$ cat src/hw/rtl/pfcab_pkg.sv
// ----------------------------------------------------------------------------
// pfcab_pkg
// Shared types, codes and helpers for the pixel format convert / blend core.
// ----------------------------------------------------------------------------
package pfcab_pkg;

  typedef enum logic {
    FMT_RGB565   = 1'b0,
    FMT_ARGB4444 = 1'b1
  } fmt_t;

  localparam int CFG_IDX_W  = 1;
  localparam int CFG_DATA_W = 1;

  localparam logic [CFG_IDX_W-1:0] CFG_SOURCE_FORMAT = 1'b0;
  localparam logic [CFG_IDX_W-1:0] CFG_TARGET_FORMAT = 1'b1;

  localparam int PIX_W = 16;

  localparam logic [3:0] ALPHA_FULL = 4'hF;

  // floor(x/15) for x <= 945 via reciprocal 2185/2^15
  localparam logic [11:0] DIV15_MUL = 12'd2185;
  localparam int          DIV15_SH  = 15;

  typedef struct packed {
    logic [PIX_W-1:0] pix;
    logic             we;
  } res_t;

  function automatic logic [5:0] div15(input logic [9:0] x);
    logic [21:0] prod;
    prod = {12'd0, x} * {10'd0, DIV15_MUL};
    return prod[DIV15_SH +: 6];
  endfunction

endpackage

$ cat src/hw/rtl/pixel_format_convert_and_alpha_blend.sv
// A beat passes through two registers: the input register, then the result register.
// Throughput: one pixel per cycle while out_ready holds; the fully combinational blend
// datapath lies between them; both registers advance together when the output drains.
// Reset (synchronous, active low): pipeline emptied, both format registers set to
// RGB565.
// ----------------------------------------------------------------------------
// pixel_format_convert_and_alpha_blend
// Per-pixel blit core: source format conversion and alpha blend over destination.
// ----------------------------------------------------------------------------
module pixel_format_convert_and_alpha_blend (
  input  logic                            clk,
  input  logic                            rst_n,
  input  logic                            cfg_we,
  input  logic [pfcab_pkg::CFG_IDX_W-1:0] cfg_index,
  input  logic [pfcab_pkg::CFG_DATA_W-1:0] cfg_wdata,
  input  logic                            in_valid,
  output logic                            in_ready,
  input  logic [15:0]                     in_source_pixel,
  input  logic [15:0]                     in_background_pixel,
  output logic                            out_valid,
  input  logic                            out_ready,
  output logic [15:0]                     out_pixel_out,
  output logic                            out_write_enable
);
  import pfcab_pkg::*;

  fmt_t        src_fmt_r;
  fmt_t        tgt_fmt_r;
  logic        s1_valid_r;
  logic [15:0] s1_src_r;
  logic [15:0] s1_bg_r;
  logic        out_valid_r;
  res_t        out_res_r;
  res_t        res_nxt;
  logic        s1_ready;

  assign s1_ready = !out_valid_r || out_ready;
  assign in_ready = !s1_valid_r || s1_ready;

  always_ff @(posedge clk) begin
    if (!rst_n) begin
      src_fmt_r <= FMT_RGB565;
      tgt_fmt_r <= FMT_RGB565;
    end else if (cfg_we) begin
      case (cfg_index)
        CFG_SOURCE_FORMAT: src_fmt_r <= fmt_t'(cfg_wdata[0]);
        CFG_TARGET_FORMAT: tgt_fmt_r <= fmt_t'(cfg_wdata[0]);
        default: ;
      endcase
    end
  end

  always_ff @(posedge clk) begin
    if (!rst_n) begin
      s1_valid_r <= 1'b0;
    end else if (in_ready) begin
      s1_valid_r <= in_valid;
    end
  end

  always_ff @(posedge clk) begin
    if (in_ready && in_valid) begin
      s1_src_r <= in_source_pixel;
      s1_bg_r  <= in_background_pixel;
    end
  end

  pfcab_core u_core (
    .src     (s1_src_r),
    .bg      (s1_bg_r),
    .src_fmt (src_fmt_r),
    .tgt_fmt (tgt_fmt_r),
    .res     (res_nxt)
  );

  always_ff @(posedge clk) begin
    if (!rst_n) begin
      out_valid_r <= 1'b0;
    end else if (s1_ready) begin
      out_valid_r <= s1_valid_r;
    end
  end

  always_ff @(posedge clk) begin
    if (s1_ready && s1_valid_r) begin
      out_res_r <= res_nxt;
    end
  end

  assign out_valid        = out_valid_r;
  assign out_pixel_out    = out_res_r.pix;
  assign out_write_enable = out_res_r.we;

endmodule

$ cat src/hw/rtl/pfcab_core.sv
// ----------------------------------------------------------------------------
// pfcab_core
// Format conversion and alpha blend of one pixel, combinational.
// ----------------------------------------------------------------------------
module pfcab_core (
  input  logic [15:0]      src,
  input  logic [15:0]      bg,
  input  pfcab_pkg::fmt_t  src_fmt,
  input  pfcab_pkg::fmt_t  tgt_fmt,
  output pfcab_pkg::res_t  res
);
  import pfcab_pkg::*;

  logic [3:0] a;
  logic [3:0] ia;
  logic [4:0] fr;
  logic [5:0] fg;
  logic [4:0] fb;
  logic [9:0] sum_r;
  logic [9:0] sum_g;
  logic [9:0] sum_b;
  logic [5:0] q_r;
  logic [5:0] q_g;
  logic [5:0] q_b;
  logic [15:0] blend_pix;
  logic [15:0] cut_pix;

  assign a  = src[15:12];
  assign ia = ALPHA_FULL - a;
  assign fr = {src[11:8], 1'b0};
  assign fg = {src[7:4], 2'b00};
  assign fb = {src[3:0], 1'b0};

  assign sum_r = {5'd0, bg[15:11]} * {6'd0, ia} + {5'd0, fr} * {6'd0, a};
  assign sum_g = {4'd0, bg[10:5]}  * {6'd0, ia} + {4'd0, fg} * {6'd0, a};
  assign sum_b = {5'd0, bg[4:0]}   * {6'd0, ia} + {5'd0, fb} * {6'd0, a};

  assign q_r = div15(sum_r);
  assign q_g = div15(sum_g);
  assign q_b = div15(sum_b);

  assign blend_pix = {q_r[4:0], q_g, q_b[4:0]};
  assign cut_pix   = {ALPHA_FULL, src[15:12], src[10:7], src[4:1]};

  always_comb begin
    res.pix = src;
    res.we  = 1'b1;
    if (src_fmt == tgt_fmt) begin
      res.pix = src;
    end else if (tgt_fmt == FMT_ARGB4444) begin
      res.pix = cut_pix;
    end else begin
      res.pix = blend_pix;
      res.we  = (a != 4'd0);
    end
  end

endmodule

$ cat config.mk
export PLATFORM = sky130hd
export DESIGN_NAME = pixel_format_convert_and_alpha_blend
export DESIGN_NICKNAME = d
export VERILOG_FILES = /design/src/hw/rtl/pfcab_pkg.sv /design/src/hw/rtl/pixel_format_convert_and_alpha_blend.sv /design/src/hw/rtl/pfcab_core.sv
export SDC_FILE = /design/constraint.sdc
export NUM_CORES = 1
export LEC_CHECK = 0
export BUFFER_PORTS_ARGS = -buffer_cell sky130_fd_sc_hd__buf_4
export CAP_MARGIN = 20
export CORE_MARGIN = 5
export CORE_UTILIZATION = 30
export CTS_CLUSTER_DIAMETER = 100
export CTS_CLUSTER_SIZE = 30
export DETAILED_ROUTE_END_ITERATION = 16
export PLACE_DENSITY_LB_ADDON = 0.1
export SLEW_MARGIN = 5
export SYNTH_ARGS = -nofsm -noshare
export SYNTH_HDL_FRONTEND = slang
export SYNTH_SLANG_ARGS = --single-unit
export TNS_END_PERCENT = 1
$ cat constraint.sdc
create_clock -name clk -period 10.29 [get_ports clk]
set_input_delay 1.5435 -clock clk [delete_from_list [all_inputs] [get_ports clk]]
set_output_delay 1.5435 -clock clk [all_outputs]
set_load 0.005 [all_outputs]
==> run metrics <==
status finished, final reports clean; drt first pass iters 4; first-pass GRT wire length 31720 µm; wl on met1 9659 µm; Mapped Cells 855; R2R cell count 33; GP Congestion 0.7775; drt total wl 18950 µm; number of diodes 0; Total Neg Setup Slack 0 ns; row cnt 61; yosys warns 0; Die Ht 178.2 µm; PnR worst setup slack 2.360 ns; relative slew slack 0.4282; r2r endpoint out_pixel_out[9]$_DFFE_PP_; WP data required 10.35 ns; area of all sequential standard cells 0.001551 mm²; kind of critical path flip-flop to flip-flop; RSZ-0062 raised after global routing no; area delta synth->final 12.28%; CTS root buf clkbuf_16; register area share after synthesis 0.1828; Hold Startpoint s1_valid_r$_SDFFE_PN0N_; pin count of the biggest net entering global routing 33; Primary FF master, synth edfxtp_1; NumNets Final 1221; initial antenna violation count 0; Slowest-stage cell, CP edfxtp_1; Clk pin slew, worst setup/hold paths 0.09 ns; worst-path fanout max 17; crit end category flip-flop; Hold-fix buffers, CTS 0; CP Launch Point s1_src_r[13]$_DFFE_PP_; clk sinks 53; Max clock buf depth 2; Avg Cell Area, Syn 9.926 µm²; TritonCTS Buffers 5; Arr. time, crit path 7.99 ns; routed wl met2 8558 µm; CP peak stage delay 0.68 ns; footprint of the multi-input gates 0.006247 mm²; most common cell after layout, fill and taps aside ha_1; Clk Latency, worst-skew pair 0.31 ns; H-tree level count 2; DIE AREA 0.03175 mm²; routed length per instance 14.71 µm; async set or reset register ratio after synthesis 0; Tmin final 7.930 ns; Worst Hold Class flip-flop to flip-flop; CTS tree built; vias in the first global route 5992; Via Count 5694; Mapped Area 0.008487 mm²; crit share post-route 0.7706; DRC violations left 0; post-CTS setup buffer count 0; library cells used by synthesis 50; highest-count cells in the layout ignoring fill and taps ha_1 (201), inv_1 (168), fa_1 (72), buf_4 (63), edfxtp_1 (49); Die Width 178.2 µm; Hold Violations, Final 0; DR top layer met4; Initial Utilization 0.3046; port bufs 57; flop-to-flop setup slack 2.36 ns; I/O pins 58; Fillers 2888; number of gates resized after cts 0; Iteration-0 DRC Markers 197; Setup-failing EPs final 0; Worst-Margin Slew 0.8577 ns; critical path launch point type flip-flop; crit path to out_pixel_out[9]$_DFFE_PP_; vias per inst 4.421; antenna-violating nets left 0; pre-CTS setup slack 2.281 ns; Total GRT Usage 0.1262; total core area 0.02786 mm²; Post-synth EDFFs 49; Peak Freq 126.1 MHz; max-capacitance violation count 0; met3 wire length 625 µm; cell mode on critical path inv_1; syn nets 1167; Worst Skew 0.007535 ns; max-slew violation count 0; DPL Wire Length 16000 µm; Yosys reg bits 53; share of cells above drive strength 1 0.09451; global route total overflow 0; RR Startpoint s1_src_r[13]$_DFFE_PP_
## flip-flops by register name, indices dropped and copies added, names as in the netlist
name              flops
s1_src_r             16
tgt_fmt_r             1
out_pixel_out        16
src_fmt_r             1
out_write_enable      1
out_valid             1
s1_bg_r              16
s1_valid_r            1
## layer usage
metal / vias to the layer above / global-route usage
li1: 2938 / -
met1: 2683 / 0.1843
met2: 66 / 0.2057
met3: 7 / 0.01696
met4: 0 / 0.01535
met5: - / 0
## cells in the mapped netlist, types with 4 or more instances
cell | number | area (µm²)
a21o_1 | 15 | 112.6
a21oi_1 | 41 | 205.2
a2bb2oi_1 | 6 | 52.55
and2_1 | 39 | 244.0
and3_1 | 4 | 25.02
clkbuf_1 | 12 | 45.04
dfxtp_1 | 4 | 80.08
edfxtp_1 | 49 | 1471
fa_1 | 72 | 1441
ha_1 | 201 | 2515
inv_1 | 168 | 630.6
nand2_1 | 41 | 153.9
nand2b_1 | 27 | 168.9
nand4_1 | 7 | 43.79
nor2_1 | 6 | 22.52
nor2b_1 | 43 | 269.0
o211ai_1 | 5 | 37.54
o21ai_0 | 9 | 45.04
o21ai_1 | 4 | 20.02
o21bai_1 | 9 | 67.56
o22ai_1 | 4 | 25.02
xnor2_1 | 27 | 236.5
xor2_1 | 19 | 166.4
## critical path, delay by kind of cell (launching register included)
family | cells | cell delay, ns
AOI/OAI and AO/OA | 10 | 1.84
xor gates and xnor gates | 4 | 0.73
adders and majority gates | 10 | 3.60
buffers and inverters | 7 | 0.61
DFF | 1 | 0.68
and+or+nand+nor | 2 | 0.18
## cell families (layout without fill, tap and decap cells)
| family | after synthesis | after routing | synth area share |
|---|---|---|---|
| buffers and inverters | 184 | 239 | 0.08153 |
| multiplexers | 2 | 2 | 0.002506 |
| XOR/XNOR | 47 | 47 | 0.05013 |
| adder cells (fa/ha/maj) | 273 | 273 | 0.4662 |
| AO/OA/AOI/OAI | 115 | 115 | 0.09376 |
| flip-flops | 53 | 53 | 0.1828 |
| AND/OR/NAND/NOR | 181 | 181 | 0.1231 |
## layout make-up
cell class	count	area share
clock inverters	3	0.003020
well taps	378	0.04963
repair buffers	63	0.04963
multi-input cells	618	0.6556
inverters	168	0.06618
clock buffers	5	0.01313
flip-flops and latches	53	0.1628
## worst min path at each step
stage	cells past startpoint	endpoint	slack (ns)
after floorplan	1	out_valid$_SDFFE_PN0P_	0.48
after global placement	1	out_valid$_SDFFE_PN0P_	0.52
after detailed placement	1	out_valid$_SDFFE_PN0P_	0.52
after CTS	1	out_valid$_SDFFE_PN0P_	0.54
after global routing	1	out_valid$_SDFFE_PN0P_	0.59
final	1	out_valid$_SDFFE_PN0P_	0.54
## stage by stage
stage	area [µm²]	util	hold WS, ns	cells
after CTS	9522	0.3418	0.5427	1287
after detailed placement	9368	0.3363	0.5163	1279
after floorplan	8487	-	0.4768	855
final	9529	0.3421	0.5404	1288
after global routing	9529	0.3421	0.5921	1288
after global placement	9368	0.3363	0.5211	1279
Power is left out: the tool's default activity adds up to more than one toggle a clock period on the data nets, which glitch-free logic cannot reach.
